<file path="src/rtl/kdpq_pkg.sv">
package kdpq_pkg;

  localparam int DEF_QUEUE_DEPTH = 32;
  localparam int DEF_HANDLE_BITS = 32;

  localparam int IN_HANDLE_W  = 32;
  localparam int OUT_HANDLE_W = 32;
  localparam int OCC_W        = 6;
  localparam int LIMIT_W      = 5;

  localparam logic [LIMIT_W-1:0] MAX_ENTRIES_RST = 5'd31;

  typedef enum logic [1:0] {
    ACT_PUSH  = 2'd0,
    ACT_POP   = 2'd1,
    ACT_CLEAR = 2'd2,
    ACT_SIZE  = 2'd3
  } action_t;

  typedef enum logic [2:0] {
    KIND_ACK     = 3'd0,
    KIND_POPPED  = 3'd1,
    KIND_EMPTY   = 3'd2,
    KIND_DROPPED = 3'd3,
    KIND_CLEARED = 3'd4
  } kind_t;

  typedef struct packed {
    action_t                 action;
    logic [IN_HANDLE_W-1:0]  packet_handle;
    logic                    key_flag;
  } in_item_t;

  typedef struct packed {
    kind_t                   result_kind;
    logic [OUT_HANDLE_W-1:0] out_handle;
    logic                    out_key;
    logic [OCC_W-1:0]        occupancy;
    logic                    last;
  } out_item_t;

endpackage

</file>
<file path="src/rtl/keyframe_drop_packet_queue.sv">
// Packet descriptor queue with overflow dropping to the next key frame.
//
// Input channel (in_valid / in_stall / in_data): one command item per
// handshake: push, pop, clear or size query. Result channel (out_valid /
// out_stall / out_data): one or more result items per command; the last
// one carries last = 1. Config channel (cfg_valid / cfg_ready / cfg_data)
// writes the occupancy limit; it is always ready.
//
// Commands are handled one at a time; in_stall is high while a command is
// in progress. Push without overflow, pop on empty, clear on empty and
// size query pass through S_ACK, which registers their result item. A pop
// reads the descriptor memory first (S_RD, then S_RET). An overflow drop or
// a clear of a non-empty queue walks the queue head through the single read
// port of the memory, one entry per cycle while the result side does not
// stall; it ends with an ack item, also when a drop stops at a key frame.
// A stall on the result side simply holds the walk; nothing is lost.
//
// Reset clears the pointers, the occupancy and the limit (back to 31);
// the descriptor memory itself is not cleared, so no clearing pass is run.
module keyframe_drop_packet_queue
  import kdpq_pkg::*;
#(
  parameter int QUEUE_DEPTH = DEF_QUEUE_DEPTH,
  parameter int HANDLE_BITS = DEF_HANDLE_BITS
) (
  input  logic               clk,
  input  logic               rst_n,
  input  logic               in_valid,
  output logic               in_stall,
  input  in_item_t           in_data,
  output logic               out_valid,
  input  logic               out_stall,
  output out_item_t          out_data,
  input  logic               cfg_valid,
  output logic               cfg_ready,
  input  logic [LIMIT_W-1:0] cfg_data
);

  localparam int PW    = $clog2(QUEUE_DEPTH);
  localparam int CW    = $clog2(QUEUE_DEPTH + 1);
  localparam int CMPW  = ((CW > LIMIT_W) ? CW : LIMIT_W) + 1;
  localparam int MEM_W = HANDLE_BITS + 1;

  localparam logic [PW-1:0]   LAST_SLOT = PW'(QUEUE_DEPTH - 1);
  localparam logic [CMPW-1:0] CAP_LIMIT = CMPW'(QUEUE_DEPTH - 1);

  typedef enum logic [1:0] {
    S_IDLE,
    S_RD,
    S_RET,
    S_ACK
  } state_t;

  state_t             state_r, state_nxt;
  logic [PW-1:0]      head_r, head_nxt;
  logic [PW-1:0]      tail_r, tail_nxt;
  logic [CW-1:0]      count_r, count_nxt;
  kind_t              kind_r, kind_nxt;
  logic               first_r, first_nxt;
  logic [LIMIT_W-1:0] max_entries_r;
  logic               out_valid_r, out_valid_nxt;
  out_item_t          out_data_r, out_data_nxt;

  logic               wr_en, rd_en;
  logic [PW-1:0]      rd_addr;
  logic [MEM_W-1:0]   wr_data, rd_data;
  logic               rd_key;
  logic [HANDLE_BITS-1:0] rd_handle;

  logic               out_free;
  logic [CMPW-1:0]    limit, count_inc;
  logic               take;

  function automatic logic [PW-1:0] next_slot(input logic [PW-1:0] p);
    return (p == LAST_SLOT) ? '0 : p + 1'b1;
  endfunction

  assign rd_key    = rd_data[MEM_W-1];
  assign rd_handle = rd_data[HANDLE_BITS-1:0];
  assign wr_data   = {in_data.key_flag, HANDLE_BITS'(in_data.packet_handle)};

  kdpq_mem #(
    .DEPTH(QUEUE_DEPTH),
    .WIDTH(MEM_W)
  ) u_mem (
    .clk    (clk),
    .wr_en  (wr_en),
    .wr_addr(tail_r),
    .wr_data(wr_data),
    .rd_en  (rd_en),
    .rd_addr(rd_addr),
    .rd_data(rd_data)
  );

  assign out_free  = !out_valid_r || !out_stall;
  assign in_stall  = (state_r != S_IDLE);
  assign cfg_ready = 1'b1;
  assign out_valid = out_valid_r;
  assign out_data  = out_data_r;

  assign limit = (CMPW'(max_entries_r) > CAP_LIMIT) ? CAP_LIMIT : CMPW'(max_entries_r);
  assign count_inc = CMPW'(count_r) + 1'b1;
  // after the first forced drop, only non-key heads keep being dropped
  assign take = (kind_r != KIND_DROPPED) || first_r || !rd_key;

  always_comb begin
    state_nxt     = state_r;
    head_nxt      = head_r;
    tail_nxt      = tail_r;
    count_nxt     = count_r;
    kind_nxt      = kind_r;
    first_nxt     = first_r;
    wr_en         = 1'b0;
    rd_en         = 1'b0;
    rd_addr       = head_r;
    out_valid_nxt = out_valid_r && out_stall;
    out_data_nxt  = out_data_r;

    unique case (state_r)
      S_IDLE: begin
        if (in_valid) begin
          unique case (in_data.action)
            ACT_PUSH: begin
              wr_en     = 1'b1;
              tail_nxt  = next_slot(tail_r);
              count_nxt = count_r + 1'b1;
              first_nxt = 1'b1;
              if (count_inc > limit) begin
                kind_nxt  = KIND_DROPPED;
                state_nxt = S_RD;
              end else begin
                kind_nxt  = KIND_ACK;
                state_nxt = S_ACK;
              end
            end
            ACT_POP: begin
              if (count_r == '0) begin
                kind_nxt  = KIND_EMPTY;
                state_nxt = S_ACK;
              end else begin
                kind_nxt  = KIND_POPPED;
                state_nxt = S_RD;
              end
            end
            ACT_CLEAR: begin
              if (count_r == '0) begin
                head_nxt  = '0;
                tail_nxt  = '0;
                kind_nxt  = KIND_ACK;
                state_nxt = S_ACK;
              end else begin
                kind_nxt  = KIND_CLEARED;
                state_nxt = S_RD;
              end
            end
            ACT_SIZE: begin
              kind_nxt  = KIND_ACK;
              state_nxt = S_ACK;
            end
            default: ;
          endcase
        end
      end

      S_RD: begin
        rd_en     = 1'b1;
        rd_addr   = head_r;
        state_nxt = S_RET;
      end

      S_RET: begin
        if (!take) begin
          kind_nxt  = KIND_ACK;
          state_nxt = S_ACK;
        end else if (out_free) begin
          out_valid_nxt           = 1'b1;
          out_data_nxt.result_kind = kind_r;
          out_data_nxt.out_handle = OUT_HANDLE_W'(rd_handle);
          out_data_nxt.out_key    = rd_key;
          out_data_nxt.occupancy  = OCC_W'(count_r - 1'b1);
          out_data_nxt.last       = (kind_r == KIND_POPPED);
          head_nxt                = next_slot(head_r);
          count_nxt               = count_r - 1'b1;
          first_nxt               = 1'b0;
          if (kind_r == KIND_POPPED) begin
            state_nxt = S_IDLE;
          end else if (count_r == CW'(1)) begin
            if (kind_r == KIND_CLEARED) begin
              head_nxt = '0;
              tail_nxt = '0;
            end
            kind_nxt  = KIND_ACK;
            state_nxt = S_ACK;
          end else begin
            // fetch the next head while this one goes out
            rd_en   = 1'b1;
            rd_addr = next_slot(head_r);
          end
        end
      end

      S_ACK: begin
        if (out_free) begin
          out_valid_nxt            = 1'b1;
          out_data_nxt.result_kind = kind_r;
          out_data_nxt.out_handle  = '0;
          out_data_nxt.out_key     = 1'b0;
          out_data_nxt.occupancy   = OCC_W'(count_r);
          out_data_nxt.last        = 1'b1;
          state_nxt                = S_IDLE;
        end
      end

      default: state_nxt = S_IDLE;
    endcase
  end

  always_ff @(posedge clk) begin
    if (!rst_n) begin
      state_r       <= S_IDLE;
      head_r        <= '0;
      tail_r        <= '0;
      count_r       <= '0;
      kind_r        <= KIND_ACK;
      first_r       <= 1'b0;
      max_entries_r <= MAX_ENTRIES_RST;
      out_valid_r   <= 1'b0;
      out_data_r    <= '0;
    end else begin
      state_r     <= state_nxt;
      head_r      <= head_nxt;
      tail_r      <= tail_nxt;
      count_r     <= count_nxt;
      kind_r      <= kind_nxt;
      first_r     <= first_nxt;
      out_valid_r <= out_valid_nxt;
      out_data_r  <= out_data_nxt;
      if (cfg_valid && cfg_ready) begin
        max_entries_r <= cfg_data;
      end
    end
  end

endmodule

</file>
<file path="src/rtl/kdpq_mem.sv">
module kdpq_mem #(
  parameter int DEPTH = 32,
  parameter int WIDTH = 33
) (
  input  logic                     clk,
  input  logic                     wr_en,
  input  logic [$clog2(DEPTH)-1:0] wr_addr,
  input  logic [WIDTH-1:0]         wr_data,
  input  logic                     rd_en,
  input  logic [$clog2(DEPTH)-1:0] rd_addr,
  output logic [WIDTH-1:0]         rd_data
);

  logic [WIDTH-1:0] mem [DEPTH];

  always_ff @(posedge clk) begin
    if (wr_en) begin
      mem[wr_addr] <= wr_data;
    end
  end

  // read data holds until the next read
  always_ff @(posedge clk) begin
    if (rd_en) begin
      rd_data <= mem[rd_addr];
    end
  end

endmodule
</file>
<file path="config.mk">
export PLATFORM = sky130hd
export DESIGN_NAME = keyframe_drop_packet_queue
export DESIGN_NICKNAME = d
export VERILOG_FILES = /design/src/rtl/kdpq_pkg.sv /design/src/rtl/keyframe_drop_packet_queue.sv /design/src/rtl/kdpq_mem.sv
export SDC_FILE = /design/constraint.sdc
export NUM_CORES = 1
export LEC_CHECK = 0
export BUFFER_PORTS_ARGS = -buffer_cell sky130_fd_sc_hd__buf_4
export CAP_MARGIN = 20
export CORE_ASPECT_RATIO = 0.5
export CORE_MARGIN = 2
export CORE_UTILIZATION = 60
export DETAILED_ROUTE_END_ITERATION = 10
export PLACE_DENSITY = 0.77
export SETUP_SLACK_MARGIN = 0.02
export SLEW_MARGIN = 40
export SYNTH_ARGS = -nofsm -noshare
export SYNTH_HDL_FRONTEND = slang
export SYNTH_HIERARCHICAL = 1
export SYNTH_SLANG_ARGS = --single-unit
export TNS_END_PERCENT = 5
</file>
<file path="constraint.sdc">
create_clock -name clk -period 12.9 [get_ports clk]
set_clock_uncertainty 0.15 [all_clocks]
set_input_delay 1.29 -clock clk [delete_from_list [all_inputs] [get_ports clk]]
set_output_delay 1.29 -clock clk [all_outputs]
set_load 0.005 [all_outputs]
</file>
Word level (Yosys, flattened, before mapping):

Memory sizes are Yosys's and may differ from the RTL's. A register that Yosys moved wholly into a read port is not among the register bits.
Cells that the tools add are included.

* bits in registers: 71
* memory bits (writable): 1056
* input port bits: 45
* memories: 1

* add/subtract/negate cells: 5
* $lt $le $gt $ge: 1
* equal/unequal tests: 28
* mux-type cells: 71
* reduce and logical (&&, ||, !) cells: 20

Memories
* u_mem.mem: words 32, bits a word 33, read ports 1, clocked after Yosys merged registers in 1, write ports 1, RTL line kdpq_mem.sv:14 `logic [WIDTH-1:0] mem [DEPTH];`

Operator list (count)
* 2-to-1 mux 43 bit: 3
* 2-to-1 mux 5 bit: 21
* one-hot mux 43 bit (2 select lines): 1
* one-hot mux 5 bit (2 select lines): 3
* 2-to-1 mux 6 bit: 4
* 2-to-1 mux 2 bit: 10
* 2-to-1 mux 3 bit: 6
* inequality test 2 bit (second input constant): 8
* 2-to-1 mux 1 bit: 15
* inequality test 3 bit (second input constant): 4
* one-hot mux 3 bit (4 select lines): 1
* one-hot mux 6 bit (2 select lines): 1
* adder 5 x 1 -> 5 bit (second input constant): 2
* == test 5 bit (second input constant): 2
* AND reduction 5 bit: 2
* AND reduction 9 bit: 1
* == test 2 bit (second input constant): 4
* one-hot mux 2 bit (4 select lines): 1
* AND reduction 4 bit: 2
* adder 6 x 1 -> 7 bit (second input constant): 1
* greater-than comparator 7 x 5 -> 1 bit: 1
* adder 6 x 1 -> 6 bit (second input constant): 1
* == test 6 x 1 -> 1 bit (second input constant): 1
* logical NOT 6 bit: 1
* other kinds (18): 29

Logic depth before layout (Yosys ltp):

* depth in word-level cells: 8
* gate-level depth with buffers: 16
* gate-level depth less buffers: 12

By module:

The synthesis kept the hierarchy.

By module, submodules not included
* kdpq_mem: times used 1, cells an instance 2332, area an instance 42144.2 sq um, sequential area each 32701.4 sq um
* keyframe_drop_packet_queue: times used 1, cells an instance 414, area an instance 3614.7 sq um, sequential area each 1421.4 sq um

Worst setup path after synthesis:

Ideal clock, no wire load.

* path type: in2reg
* start point: input out_stall
* end point: register u_mem.rd_data[0] (read register of u_mem.mem), enable pin
* library setup time: 474 ps
* data arrival time: 4010 ps
* required time: 12276 ps
* slack: 8266 ps
* cell stages on the path: 3
* cell sequence: nand2_1 -> nand3_1 -> a21boi_0

* word-level cells in the longest chain between the ends: 5
* elaborated cells on any way between the ends: 8

Ends and longest elaborated chain
* start: declaration: RTL line keyframe_drop_packet_queue.sv:32 `input logic out_stall,`
* logical NOT 1 bit: RTL line keyframe_drop_packet_queue.sv:95 `assign out_free = !out_valid_r || !out_stall;`
* logical OR 1 bit: RTL line keyframe_drop_packet_queue.sv:95
* 2-to-1 mux 1 bit: RTL line keyframe_drop_packet_queue.sv:175 `end else if (out_free) begin`
* 2-to-1 mux 1 bit: RTL line keyframe_drop_packet_queue.sv:172 `if (!take) begin`
* one-hot mux 1 bit (2 select lines): RTL line keyframe_drop_packet_queue.sv:119 `unique case (state_r)`
* via rd_en: RTL line keyframe_drop_packet_queue.sv:64 `logic wr_en, rd_en;`
* end: declaration: RTL line kdpq_mem.sv:11 `output logic [WIDTH-1:0] rd_data`

The timed path passes the listed nets, and every way through them passes these cells.
A chain may end at the register's enable or synchronous reset.

Worst setup path after layout:

* start point: register state_r[0]
* end point: register u_mem.rd_data[13] (read register of u_mem.mem) (data pin)

* word-level cells in the longest chain between the ends: 2
* elaborated cells on any way between the ends: 4

Ends and longest elaborated chain
* start: declaration: RTL line keyframe_drop_packet_queue.sv:54 `state_t state_r, state_nxt;`
* start signal: assignment: RTL line keyframe_drop_packet_queue.sv:230 `state_r <= state_nxt;`
* == test 2 bit: RTL line keyframe_drop_packet_queue.sv:119
* 2-to-1 mux 5 bit: RTL line keyframe_drop_packet_queue.sv:119
* via rd_addr[0]: RTL line keyframe_drop_packet_queue.sv:65 `logic [PW-1:0] rd_addr;`

The timed path passes the listed nets, and every way through them passes these cells.

==> out/metrics.cfg <==
[run_status]
run_status=completed

[power_and_ir_drop]
powerDensity_mw_per_mm2=176
power_leakage_nw=16.0
worst_ir_drop_vdd_uv=136

[die]
die_area_mm2=0.0786
die_w_um=395
die_y_um=199
io_pins=91
core_mm2=0.0753
start_util_pct=60.7
row_count=71

[clocking]
cts_resized=0
clkSinkCount=1160
tritoncts=yes
hold_buffers=0
clockBufferDepth=3
cts.reportedPaths.clkPinSlew_ns=0.07
clk_root_buffer_cell=clkbuf_16
clk_latency_ns=0.68
numCtsBuffers=95
cts_setup_buffers=0
cts_htree_levels=3

[final_layout]
drive_gt1_share_pct=12.3
syn_to_final_growth_pct=11.1
fillers=4865
nets=2902

[setup_path]
crit_path_start_kind=flip-flop
path_cells=inv_1 -> ha_2 -> nand2_1 -> o2bb2ai_2 -> nand3_1 -> or2_2 -> o21ai_4 -> buf_12 -> buf_16 -> buf_12 -> buf_16 -> mux2i_1 -> a22o_1 -> nor3_1 -> a31oi_1 -> nand3_1
crit_path_end_kind=flip-flop
crit_type=flip-flop to flip-flop
reg2reg_to=u_mem/rd_data[13]$_DFFE_PP_
r2r_start=state_r[0]$_SDFFE_PN0P_
crit_family=buffers and inverters
crit_arrival_ns=6.14
critical_path.endpoint=u_mem/rd_data[13]$_DFFE_PP_
critical_path_buf_inv_count=5
reg2regPathDepth=16
critPathMaxFanout=80
crit_path_max_incr_delay_ns=0.55
r2r_setup_slack_ns=7.04
cp_num_cells=16
slowest_stage=o21ai_4
crit_path_start=state_r[0]$_SDFFE_PN0P_
crit_required_ns=13.18

[logic_synthesis]
synthDistinctLibCells=70
ys_seq_area_share_pct=74.6
synth_edf_count=1089
syn-instance-count=2746
syn_nets=2811
syn_avg_cell_area_um2=16.7
synth.top_cell.area_share_pct=71.5
synth-main-ff-cell=edfxtp_1
synthTopCellsByArea=edfxtp_1 71%, mux2i_1 12%, dfxtp_1 3.1%, a22oi_1 2.1%, a21oi_1 1.3%
yosysWarnings=6
async_reset_ff_share_pct=0
synth_seq_cells=1160
yosys.area.top_type=edfxtp_1
netlist_area_mm2=0.0458

[detailed_routing]
drc=0
routed-via-count=25400
postRouteWirelength_mm=111
vias_per_cell=6.46
drt_iter0_drc=3278
ant_nets=0
dr.pass1.iters=6
routedWlPerCell_um=28.1

[global_routing]
antenna_found_initial=3
grt_max_degree=133
track_usage_pct=28.1
globalRouteOverflowTotal=0
grt_first_pass_wirelength_mm=161
grt_pass1_vias=24800

[sta]
hold_viol=0
fmax_mhz=171
post-route-min-period_ns=5.86
rsz0062_at_grt=false
finalMaxSlewViolations=0
setup_viol=0
maxSlewHeadroom_pct=38.5
fin_crit_sh_pct=45.5
tightestPinTransition_ns=0.921
finalWorstSetupSlack_ns=7.04
fin_setup_tns_ns=0

[placement]
dp_hpwl_mm=56.6
dpl_worst_slack_ns=6.86
place.gp.congestion=0.808
port-buffer-count=89

[min_path]
min_path_type=flip-flop to flip-flop

[flow_run]
maxCapViolCount=0

metal layers:
metal  GRT usage [%]  vias up  wire (µm)
li1                -    11000          -
met1            39.2    12800      43700
met2            42.5     1430      49400
met3            8.66      262      13800
met4            9.63        4       3640
met5           0.308        -         29
worst min path at each step:
stage	end	slack (ns)	start	depth (start not counted)
after floorplan	max_entries_r[0]$_SDFFE_PN1P_	0.30	max_entries_r[0]$_SDFFE_PN1P_	2
after global placement	out_data[1]$_SDFFE_PN0P_	0.29	out_data[1]$_SDFFE_PN0P_	2
after detailed placement	out_data[2]$_SDFFE_PN0P_	0.30	out_data[2]$_SDFFE_PN0P_	2
after CTS	out_data[2]$_SDFFE_PN0P_	0.31	out_data[2]$_SDFFE_PN0P_	2
after global routing	out_data[9]$_SDFFE_PN0P_	0.33	out_data[9]$_SDFFE_PN0P_	2
final	out_data[2]$_SDFFE_PN0P_	0.31	out_data[2]$_SDFFE_PN0P_	2
state kept, by name, indices dropped and copies added, names as in the netlist:
signal         cells
out_data          43
u_mem/mem       1056
state_r            2
first_r            1
count_r            6
tail_r             5
u_mem/rd_data     33
head_r             5
max_entries_r      5
kind_r             3
out_valid          1
cells by family (layout without fill, tap and decap cells):
| kind of cell | count (synthesis) | count (layout) | synth area share [%] |
|---|---|---|---|
| other | 1 | 2 | 0.00820 |
| and+or+nand+nor | 432 | 432 | 4.42 |
| adders and majority gates | 20 | 20 | 0.547 |
| AOI/OAI and AO/OA | 410 | 410 | 6.21 |
| xor gates and xnor gates | 13 | 13 | 0.249 |
| DFF | 1160 | 1160 | 74.6 |
| buffers and inverters | 176 | 347 | 2.31 |
| muxes | 534 | 534 | 11.7 |
layout by cell type (no fill, tap or decap), types with 12 or more instances in the layout:
cell and n:
nor2_4 33, a22o_1 66, mux2i_1 531, xnor2_1 12, edfxtp_1 1089, clkbuf_1 23
o21ai_0 16, nor2_1 55, buf_4 133, nand2_1 138, a22oi_1 130, nand3_1 108
a31oi_1 38, dfxtp_1 71, clkinv_1 18, clkbuf_16 97, nor3_1 38, inv_1 16
a21oi_1 117, ha_1 19, clkinv_2 16
metrics by stage:
step / util [%] / instances / total power (W) / area, µm² / hold slack, ns
finish: 67.5 / 3940 / 0.00897 / 50800 / 0.309
global route: 67.5 / 3939 / 0.00926 / 50800 / 0.332
CTS: 67.4 / 3936 / 0.00897 / 50700 / 0.309
detailed placement: 63.3 / 3759 / 0.00612 / 47700 / 0.300
global placement: 63.0 / 3752 / 0.00608 / 47500 / 0.293
floorplan: - / 2746 / 0.00577 / 45800 / 0.296
layout make-up:
type | instances | area (µm²) | share of cell area, %
sequential | 1160 | 34100 | 67.1
multi-input combinational | 1410 | 10900 | 21.4
clock buffer | 125 | 2580 | 5.08
timing repair buffer | 153 | 1370 | 2.69
tap | 1022 | 1280 | 2.52
clock inverter | 52 | 507 | 0.997
inverter | 17 | 63.8 | 0.126
antenna | 1 | 2.50 | 0.00492
where the power goes:
group          total, W  switching [W]  internal [W]  leakage, nW
sequential      0.00432      0.0000975       0.00422         10.4
clock           0.00289        0.00132       0.00158         1.50
combinational   0.00175       0.000968      0.000784         4.18
total           0.00897        0.00238       0.00658         16.0
cell usage after synthesis, types with 6 or more instances:
master	n
nand3_1	109
nor3_1	39
mux2i_1	531
o211ai_1	7
ha_1	20
buf_1	11
a211oi_1	8
dfxtp_1	71
a31oi_1	38
nor2b_1	8
buf_2	36
a22oi_1	130
edfxtp_1	1089
inv_1	16
buf_4	22
o21ai_0	18
clkbuf_1	55
nand3b_1	11
nor2_1	88
a22o_1	66
a21oi_1	117
buf_6	28
xnor2_1	12
nand2b_1	6
nand2_1	139
tightest hold or removal path, stage by stage (launching register included):
cell	delay, ns
dfxtp_1	0.32
nand2_1	0.05
a21oi_1	0.05
Note: power is estimated with default switching activity, not from simulation.
